**src/rtl/eep_pkg.sv**
```systemverilog
// Shared types and constants of the data EEPROM controller.
// No dependencies; the controller, datapath, top level and checker use it.
package eep_pkg;

   localparam int OP_W      = 2;
   localparam int SEL_W     = 3;
   localparam int BYTE_W    = 8;
   localparam int ADDR_W    = 10;
   localparam int ADDR_LO_W = 8;
   localparam int ADDR_HI_W = ADDR_W - ADDR_LO_W;
   localparam int TICKS_W   = 12;
   localparam int STAGE_W   = 2;

   // bus operations
   localparam logic [OP_W-1:0] OP_READ  = 2'd0;
   localparam logic [OP_W-1:0] OP_WRITE = 2'd1;
   localparam logic [OP_W-1:0] OP_TICK  = 2'd2;

   // register map
   localparam logic [SEL_W-1:0] REG_ADDR_LO = 3'd0;
   localparam logic [SEL_W-1:0] REG_ADDR_HI = 3'd1;
   localparam logic [SEL_W-1:0] REG_DATA    = 3'd2;
   localparam logic [SEL_W-1:0] REG_CONTROL = 3'd3;
   localparam logic [SEL_W-1:0] REG_UNLOCK  = 3'd4;

   // control register bits
   localparam logic [BYTE_W-1:0] CTL_EEPGD  = 8'h80;
   localparam logic [BYTE_W-1:0] CTL_CFGS   = 8'h40;
   localparam logic [BYTE_W-1:0] CTL_FREE   = 8'h10;
   localparam logic [BYTE_W-1:0] CTL_WREN   = 8'h04;
   localparam logic [BYTE_W-1:0] CTL_WR     = 8'h02;
   localparam logic [BYTE_W-1:0] CTL_RD     = 8'h01;
   localparam logic [BYTE_W-1:0] CTL_STORED = CTL_EEPGD | CTL_CFGS | CTL_FREE | CTL_WREN;
   localparam logic [BYTE_W-1:0] CTL_SPACE  = CTL_EEPGD | CTL_CFGS;

   // unlock sequence
   localparam logic [BYTE_W-1:0]  UNLOCK_KEY_FIRST  = 8'h55;
   localparam logic [BYTE_W-1:0]  UNLOCK_KEY_SECOND = 8'hAA;
   localparam logic [STAGE_W-1:0] UNLOCK_IDLE       = 2'd0;
   localparam logic [STAGE_W-1:0] UNLOCK_HALF       = 2'd1;
   localparam logic [STAGE_W-1:0] UNLOCK_ARMED      = 2'd2;

   localparam logic [BYTE_W-1:0]  ERASED_BYTE = 8'hFF;
   localparam logic [TICKS_W-1:0] TICKS_RESET = 12'd64;

   typedef struct packed {
      logic [OP_W-1:0]   operation;
      logic [SEL_W-1:0]  register_select;
      logic [BYTE_W-1:0] write_data;
   } req_type;

   typedef struct packed {
      logic [BYTE_W-1:0] read_data;
      logic              write_busy;
   } rsp_type;

   // controller -> datapath
   typedef struct packed {
      logic clear_write;
      logic apply_item;
      logic finish_read;
   } eep_cmd_type;

   // datapath -> controller
   typedef struct packed {
      logic read_needed;
      logic clear_last;
   } eep_status_type;

endpackage

```
**src/rtl/eep_controller.sv**
```systemverilog
// Sequencing state machine: erase sweep, item acceptance, cell read wait.
// Depends on eep_pkg.
module eep_controller (
   input  logic                    clock,
   input  logic                    reset,
   input  logic                    req_valid,
   output logic                    req_ready,
   output logic                    rsp_valid,
   input  logic                    rsp_ready,
   input  eep_pkg::eep_status_type status,
   output eep_pkg::eep_cmd_type    cmd
);
   import eep_pkg::*;

   localparam logic [1:0] ST_CLEAR  = 2'd0;
   localparam logic [1:0] ST_IDLE   = 2'd1;
   localparam logic [1:0] ST_RDWAIT = 2'd2;

   logic [1:0] state_ff, state_in;
   logic       rsp_valid_ff, rsp_valid_in;
   logic       ready;

   always_comb begin
      cmd      = '0;
      state_in = state_ff;
      ready    = 1'b0;
      case (state_ff)
         ST_CLEAR: begin
            cmd.clear_write = 1'b1;
            if (status.clear_last) begin
               state_in = ST_IDLE;
            end
         end
         ST_IDLE: begin
            ready          = !rsp_valid_ff || rsp_ready;
            cmd.apply_item = req_valid && ready;
            if (cmd.apply_item && status.read_needed) begin
               state_in = ST_RDWAIT;
            end
         end
         ST_RDWAIT: begin
            cmd.finish_read = 1'b1;
            state_in        = ST_IDLE;
         end
         default: begin
            state_in = ST_CLEAR;
         end
      endcase
   end

   always_comb begin
      if ((cmd.apply_item && !status.read_needed) || cmd.finish_read) begin
         rsp_valid_in = 1'b1;
      end else if (rsp_ready) begin
         rsp_valid_in = 1'b0;
      end else begin
         rsp_valid_in = rsp_valid_ff;
      end
   end

   always_ff @(posedge clock) begin
      if (reset) begin
         state_ff     <= ST_CLEAR;
         rsp_valid_ff <= 1'b0;
      end else begin
         state_ff     <= state_in;
         rsp_valid_ff <= rsp_valid_in;
      end
   end

   assign req_ready = ready;
   assign rsp_valid = rsp_valid_ff;
endmodule

```
**config.mk**
```make
export PLATFORM = sky130hd
export DESIGN_NAME = eep_controller
export DESIGN_NICKNAME = d
export VERILOG_FILES = /design/src/rtl/eep_pkg.sv /design/src/rtl/eep_controller.sv
export SDC_FILE = /design/constraint.sdc
export NUM_CORES = 1
export LEC_CHECK = 0
export BUFFER_PORTS_ARGS = -buffer_cell sky130_fd_sc_hd__clkbuf_2
export CAP_MARGIN = 0
export CORE_AREA = 2 2 39 41
export CTS_CLUSTER_SIZE = 24
export DETAILED_ROUTE_END_ITERATION = 10
export DIE_AREA = 0 0 41 43
export PLACE_DENSITY_LB_ADDON = 0.2
export SLEW_MARGIN = 20
export SYNTH_ARGS = -nofsm -noshare
export SYNTH_HDL_FRONTEND = slang
export SYNTH_SLANG_ARGS = --single-unit
```
**constraint.sdc**
```tcl
create_clock -name clock -period 2.1 [get_ports clock]
set_input_delay 0.21 -clock clock [delete_from_list [all_inputs] [get_ports clock]]
set_output_delay 0.21 -clock clock [all_outputs]
set_load 0.05 [all_outputs]
```
== Word level (Yosys, flattened, before mapping) ==
Index checks and enable logic that the tools add are counted.

* Bits in registers: 3
* Output and inout bits: 5
* Logic and storage cells: 25

* Eq/ne operators: 4
* Reduce and logical (&&, ||, !) cells: 10
* Mux-type cells: 9

{| class="wikitable"
|+ Operators with widths
! cell !! count
|-
| two-way mux 1 bit || 6
|-
| one-hot mux 2 bit (3 select lines) || 1
|-
| two-way mux 2 bit || 2
|-
| inequality test 2 bit (second input constant) || 2
|-
| logical AND 1 bit || 3
|-
| equality test 2 x 1 -> 1 bit (second input constant) || 1
|-
| equality test 2 bit (second input constant) || 1
|-
| zero test 1 bit || 2
|-
| zero test 2 bit || 1
|-
| logical OR 1 bit || 2
|-
| AND reduction 2 bit || 1
|-
| nonzero test 2 bit || 1
|}

== Depth between registers and ports, before layout ==
Gate-level depths: netlist (run 1).

* Word-level depth: 7
* Gate-level depth with buffers: 3

== Least setup slack after synthesis (run 1) ==
OpenSTA, ideal clock, no wires.

* Kind: register to output
* Start point: register rsp_valid_ff, in the netlist rsp_valid
* End point: output port cmd[1] in the netlist's numbering
* Required time: 1.890 ns
* Arrival: 1.094 ns
* Stages on the path, launching flop included: 3
* Setup slack: 0.796 ns
* Cell sequence: dfxtp_1 -> nand2b_1 -> and3_2

{| class="wikitable"
|+ RTL lines
! what !! line !! source
|-
| from (decl) || eep_controller.sv:20 || <nowiki>logic rsp_valid_ff, rsp_valid_in;</nowiki>
|-
| from (signal assigned) || eep_controller.sv:67 || <nowiki>rsp_valid_ff <= rsp_valid_in;</nowiki>
|-
| to (decl) || eep_controller.sv:11 || <nowiki>output eep_pkg::eep_cmd_type cmd</nowiki>
|}

==> results of run 1 <==
-- sequential cells by signal, indices dropped and copies added, names as in the netlist --
name,count
rsp_valid,1
state_ff,2
-- power groups by stage --
| stage | sequential (µW) | combinational, µW | clock (µW) |
|---|---|---|---|
| floorplan | 68.0 | 39.9 | 0 |
| global placement | 64.9 | 57.3 | 0 |
| detailed placement | 65.5 | 57.9 | 0 |
| CTS | 64.5 | 58.2 | 107 |
| global route | 65.3 | 61.9 | 111 |
| finish | 64.6 | 57.5 | 102 |
-- Yosys cell counts --
master and number:
and3_2 1, inv_1 1, nor2_1 3, nor3_1 2, and2b_2 1, a31oi_1 1
or2b_1 1, nand3b_1 1, nand3_1 1, dfxtp_1 3, and2_2 1, nand2b_1 2
a21o_1 1
-- cell type report --
cell class | instances | area [µm²] | area share (%)
sequential | 3 | 60.1 | 23.9
multi-input combinational | 15 | 91.3 | 36.3
tap | 16 | 20.0 | 7.96
timing repair buffer | 10 | 50.0 | 19.9
inverter | 1 | 3.75 | 1.49
clock buffer | 4 | 26.3 | 10.4
-- routing by layer --
layer  global-route usage (%)  part of all wire, %
met2                     5.94                   28
met3                     3.66                   16
met4                     8.00                  7.0
met1                     6.41                   48
met5                        0                    0
-- stage by stage --
stage | worst slack (ns) | cell area [µm²] | hold WS [ns] | total power (µW) | instances
finish | 0.610 | 251 | 0.193 | 224 | 49
global route | 0.544 | 251 | 0.202 | 238 | 49
CTS | 0.602 | 251 | 0.193 | 230 | 49
detailed placement | 0.858 | 225 | 0.438 | 123 | 45
global placement | 0.886 | 225 | 0.429 | 122 | 45
floorplan | 0.796 | 155 | 0.279 | 108 | 19
-- cell families after synthesis --
logic type / synth area share (%)
simple gates: 50.0
flops: 38.7
compound gates: 8.88
buf+inv: 2.42
-- worst paths after layout --
check | endpoint | cells after the start
worst min register to register | state_ff[1]$_SDFFE_PP0P_ | 2
worst min-delay path | rsp_valid$_SDFFE_PP0P_ | 2
worst max register to register | rsp_valid$_SDFFE_PP0P_ | 3
worst max-delay path | cmd[1] | 3
==> summary.txt, run 1 <==
Global routing
  • First-pass GRT wire length: 621 µm
  • GRT Util Overall: 5.82%
  • Vias in the first global route: 152
  • Pin count of the biggest net entering global routing: 6
  • GR Overflow Total: 0
  • Antenna violations before repair: 0

Timing
  • Final Hold Fails: 0
  • Max-slew violation count: 0
  • Final setup fails: 0
  • Worst-Margin Slew: 0.280 ns
  • Final period util: 71.0%
  • Fmax: 0.671 GHz
  • Layout Skew: 0.00295 ns
  • Worst relative slew slack: 81.4%
  • Fin Setup TNS: 0 ns
  • RSZ-0062 raised after global routing: no
  • Crit path time final: 1.49 ns

Critical path
  • CP Cell Sequence: and2b_2, and3_2, clkbuf_2
  • Startpoint types: flop
  • CP peak stage delay: 0.36 ns
  • Reg2reg setup slack: 1.20 ns
  • Reg-to-reg startpoint: state_ff[1]$_SDFFE_PP0P_
  • Critical Path RT: 1.89 ns
  • Cell family with most CP delay: simple AND/OR/NAND/NOR gates
  • Worst Path Max Fanout: 5
  • CP max stage cell: dfxtp_1
  • Worst EP arrival: 1.28 ns
  • Setup CP Type: flop to primary output
  • Crit end category: primary output
  • WP buf/inv: 1
  • Crit path launch: state_ff[1]$_SDFFE_PP0P_

Floorplanning
  • Die area: 1760 µm²
  • Starting density of the core: 11.2%
  • Core ar.: 1380 µm²
  • Chip height: 43 µm
  • I/O pins: 11
  • FP Rows: 14
  • Die width: 41 µm

Yosys
  • Syn Nets: 25
  • Sequential area share after synthesis: 38.7%
  • Yosys reg bits: 3
  • Dominant cell type by area after synthesis: dfxtp_1
  • Synth unique cells: 13
  • Syn Std Cell Area: 155 µm²
  • Mean Syn Cell Area: 8.17 µm²
  • Cells after synthesis: 19
  • Yosys top cell area share: 38.7%
  • Ys Warns: 0
  • Top cells by area, synth: dfxtp_1 (39%), nand2b_1 (8.1%), nor2_1 (7.3%)

Run status
  • Run status: complete, no violations

Clocking
  • CTS tree: built
  • Clock Tree Root: clkbuf_4
  • Clk_lat worst skew: 0.23 ns
  • H-tree depth: 1
  • Clock Sinks: 3
  • Hold_buf cts: 0
  • Clk slew on worst S/H paths: 0.04 ns
  • Worst-case clock buffer depth: 2
  • Setup bufs post-CTS: 0
  • Num CTS Buffers: 3
  • Post-CTS Resized: 0

Detailed routing
  • Total number of vias: 180
  • Drt pass-1 iters: 4
  • Routed WL: 431 µm
  • Wire per inst: 8.80 µm
  • Antenna viol nets, final: 0
  • DRC errors left: 0
  • Initial DRC count: 5
  • Vias per inst: 3.67

Job
  • Max_cap viols: 0

Placed design
  • PortBufs: 10
  • Routability cong.: 0.555
  • Final HPWL DP: 334 µm

Power and ir drop
  • Flop pwr share: 28.8%
  • Switching part of the total: 33.0%
  • PD cells: 892 nW/µm²
  • Lkg Pwr: 0.000132 µW
  • Clock Power Share: 45.6%
  • Sw Pwr: 74.0 µW
  • Logic pwr share: 25.6%
  • Maximum vdd drop: 0.181 mV
  • Cell-internal power: 150 µW

Final layout
  • Total Nets Final: 40
  • Layout cells sized above 1: 48.5%
  • ANT cells: 0
  • Final Core Density: 18.2%
  • Most frequent cells in the layout: clkbuf_2 (10), nor2_1 (3), clkbuf_4 (3), dfxtp_1 (3)
  • Fill cells: 161
  • Layout area overhead: 62.1%
  • Most common cell after layout, fill and taps aside: clkbuf_2

Worst hold path
  • Worst hold path type: input pin to flop
  • Worst Hold Launch: reset
No activity file was read; power rests on OpenSTA's default activity.
==> inputs of run 2 (changes only) <==
Settings changed: ABC_AREA set to 1.
Clock period 2.1 ns to 1.45 ns, I/O delays scaled along.
==> summary.txt, run 2 <==
Run status
  • Run status: complete, no violations (unchanged)

Floorplanning
  • FP Rows: 14 (unchanged)
  • Starting density of the core: 12.5% (was 11.2%)
  • Chip height: 43 µm (unchanged)
  • Die width: 41 µm (unchanged)
  • Die area: 1760 µm² (unchanged)
  • Core ar.: 1380 µm² (unchanged)
  • I/O pins: 11 (unchanged)

Critical path
  • Worst Path Max Fanout: 3 (was 5)
  • Reg-to-reg startpoint: rsp_valid$_SDFFE_PP0P_ (was state_ff[1]$_SDFFE_PP0P_)
  • R2R cell count: 4 (was 3)
  • Crit end category: primary output (unchanged)
  • Setup CP Type: flop to primary output (unchanged)
  • CP Cell Sequence: inv_2, nor2_4, inv_2, nor2_2, clkbuf_2 (was and2b_2, and3_2, clkbuf_2)
  • Worst EP arrival: 1.18 ns (was 1.28 ns)
  • Reg2reg setup slack: 0.62 ns (was 1.20 ns)
  • Crit Reg-Reg Endpoint: state_ff[0]$_SDFFE_PP0P_ (was rsp_valid$_SDFFE_PP0P_)
  • Critical Path RT: 1.31 ns (was 1.89 ns)
  • CP dominant cell by count: inv_2
  • CP peak stage delay: 0.33 ns (was 0.36 ns)
  • CP max stage cell: dfxtp_1 (unchanged)
  • Startpoint types: flop (unchanged)

Clocking
  • Clock Sinks: 3 (unchanged)
  • Clk_lat worst skew: 0.24 ns (was 0.23 ns)
  • Clock Tree Root: clkbuf_4 (unchanged)
  • H-tree depth: 1 (unchanged)
  • Worst-case clock buffer depth: 2 (unchanged)
  • CTS tree: built (unchanged)
  • Setup bufs post-CTS: 0 (unchanged)
  • Hold_buf cts: 0 (unchanged)
  • Post-CTS Resized: 0 (unchanged)
  • Num CTS Buffers: 3 (unchanged)
  • Clk slew on worst S/H paths: 0.04 ns (about the same)

Yosys
  • Mean Syn Cell Area: 7.19 µm² (was 8.17 µm²)
  • Post-synth EDFFs: 0 (unchanged)
  • Post-synth top flop: dfxtp_1 (unchanged)
  • Dominant cell type by area after synthesis: dfxtp_1 (unchanged)
  • Yosys reg bits: 3 (unchanged)
  • Top-count cell post-synth: inv_2
  • Sequential area share after synthesis: 34.8% (was 38.7%)
  • Syn Std Cell Area: 173 µm² (was 155 µm²)
  • Synth unique cells: 13 (unchanged)
  • Yosys top cell area share: 34.8% (was 38.7%)
  • Cells after synthesis: 24 (was 19)
  • Syn Nets: 30 (was 25)
  • Ys Warns: 0 (unchanged)
  • Commonest cells post-synth: inv_2 (4), dfxtp_1 (3), nand2_2 (3) (was dfxtp_1 (3), nor2_1 (3), nand2b_1 (2), nor3_1 (2))
  • Async set or reset register ratio after synthesis: 0% (unchanged)
  • Top cells by area, synth: dfxtp_1 (35%), nand2_2 (11%), inv_2 (8.7%) (was dfxtp_1 (39%), nand2b_1 (8.1%), nor2_1 (7.3%))

Global routing
  • Pin count of the biggest net entering global routing: 5 (was 6)
  • Antenna violations before repair: 0 (unchanged)
  • First-pass GRT wire length: 738 µm (was 621 µm)
  • GR Overflow Total: 0 (unchanged)
  • Vias in the first global route: 202 (was 152)
  • GRT Util Overall: 7.01% (was 5.82%)

Final layout
  • Most common cell after layout, fill and taps aside: clkbuf_2 (unchanged)
  • Max FFs per register: 2 (unchanged)
  • Fill cells: 163 (was 161)
  • Layout cells sized above 1: 65.8% (was 48.5%)
  • Layout area overhead: 59.4% (was 62.1%)
  • Finished Cell Area: 275 µm² (was 251 µm²)
  • Biggest register: state_ff (unchanged)
  • ANT cells: 0 (unchanged)
  • Most frequent cells in the layout: clkbuf_2 (10), inv_2 (4), nand2_2 (3), clkbuf_4 (3), dfxtp_1 (3) (was clkbuf_2 (10), nor2_1 (3), clkbuf_4 (3), dfxtp_1 (3))
  • Total Nets Final: 45 (was 40)
  • Multi-input gate area: 96.3 µm² (was 91.3 µm²)
  • FF+latch area: 60.1 µm² (unchanged)

Worst hold path
  • Hold worst-path end: rsp_valid$_SDFFE_PP0P_ (unchanged)
  • Worst hold path type: input pin to flop (unchanged)
  • Hold path depth: 2 (unchanged)
  • Worst Hold Launch: reset (unchanged)

Timing
  • RSZ-0062 raised after global routing: no (unchanged)
  • Layout Skew: 0.00373 ns (was 0.00295 ns)
  • Final setup fails: 0 (unchanged)
  • Final period util: 91.4%
  • Crit path time final: 1.33 ns
  • Fin Setup TNS: 0 ns (unchanged)
  • Max-slew violation count: 0 (unchanged)
  • Fmax: 0.754 GHz
  • Worst-Margin Slew: 0.279 ns (was 0.280 ns)
  • Final Hold Fails: 0 (unchanged)
  • Worst relative slew slack: 81.5% (was 81.4%)

Detailed routing
  • Vias per inst: 3.63 (was 3.67)
  • Antenna viol nets, final: 0 (unchanged)
  • Routed WL: 414 µm (was 431 µm)
  • Wire per inst: 7.67 µm (was 8.80 µm)
  • Drt pass-1 iters: 4 (unchanged)
  • Total number of vias: 196 (was 180)
  • DRC errors left: 0 (unchanged)
  • Initial DRC count: 5 (unchanged)

Power and ir drop
  • PD cells: 1160 nW/µm² (was 892 nW/µm²)
  • Lkg Pwr: 0.000139 µW (was 0.000132 µW)
  • Maximum vdd drop: 0.397 mV (was 0.181 mV)

Placed design
  • PortBufs: 10 (unchanged)
  • Final HPWL DP: 321 µm (was 334 µm)
  • Routability cong.: 0.650 (was 0.555)
  • Placement Cell Area: 249 µm² (was 225 µm²)

Job
  • Max_cap viols: 0 (unchanged)
[run 2: cell families after synthesis]
| group | synth area share (%) |
|---|---|
| flops | 34.8 |
| buf+inv | 13.0 |
| simple gates | 38.4 |
| compound gates | 13.8 |
[run 2: critical path, delay by kind of cell, from the launching register on]
family	cells	cell delay, ns
buffers and inverters	3	0.40
DFF	1	0.33
and+or+nand+nor	2	0.20
[run 2: report_power, final]
group / switching (µW) / internal, µW / total, µW / leakage [µW]
combinational: 56.6 / 21.3 / 77.9 / 0.0000995
sequential: 3.74 / 87.3 / 91.0 / 0.0000246
clock: 48.3 / 103 / 152 / 0.0000150
[run 2: layout make-up]
cell class / instances / share of cell area, %
clock buffer: 4 / 9.55
tap: 16 / 7.27
multi-input combinational: 15 / 35.0
timing repair buffer: 10 / 18.2
sequential: 3 / 21.8
inverter: 6 / 8.18
[run 2: metal layers]
layer / GRT usage, % / routed length (µm) / vias to the layer above
met5: 0 / 0 / -
met4: 4.00 / 0 / 0
met3: 7.85 / 69 / 0
met2: 6.88 / 144 / 12
met1: 8.63 / 200 / 83
li1: - / - / 101
[run 2: per-stage QoR]
| step | utilization (%) | setup slack [ns] | power (µW) | cells | hold slack (ns) |
|---|---|---|---|---|---|
| 3_5_place_dp | 18.0 | 0.377 | 170 | 50 | 0.358 |
| 6_report | 19.9 | 0.124 | 321 | 54 | 0.118 |
| 5_1_grt | 19.9 | 0.0306 | 348 | 54 | 0.111 |
| 4_1_cts | 19.9 | 0.110 | 329 | 54 | 0.110 |
| 3_3_place_gp | 18.0 | 0.362 | 171 | 50 | 0.367 |
| 2_1_floorplan | - | 0.155 | 150 | 24 | 0.207 |
[run 2: worst max path at each step]
| stage | start | cells after the start | to |
|---|---|---|---|
| after floorplan | rsp_valid$_SDFFE_PP0P_ | 3 | cmd[1] |
| after global placement | state_ff[0]$_SDFFE_PP0P_ | 5 | cmd[1] |
| after detailed placement | state_ff[0]$_SDFFE_PP0P_ | 5 | req_ready |
| after CTS | state_ff[0]$_SDFFE_PP0P_ | 5 | req_ready |
| after global routing | state_ff[0]$_SDFFE_PP0P_ | 5 | cmd[1] |
| final | state_ff[0]$_SDFFE_PP0P_ | 5 | cmd[1] |
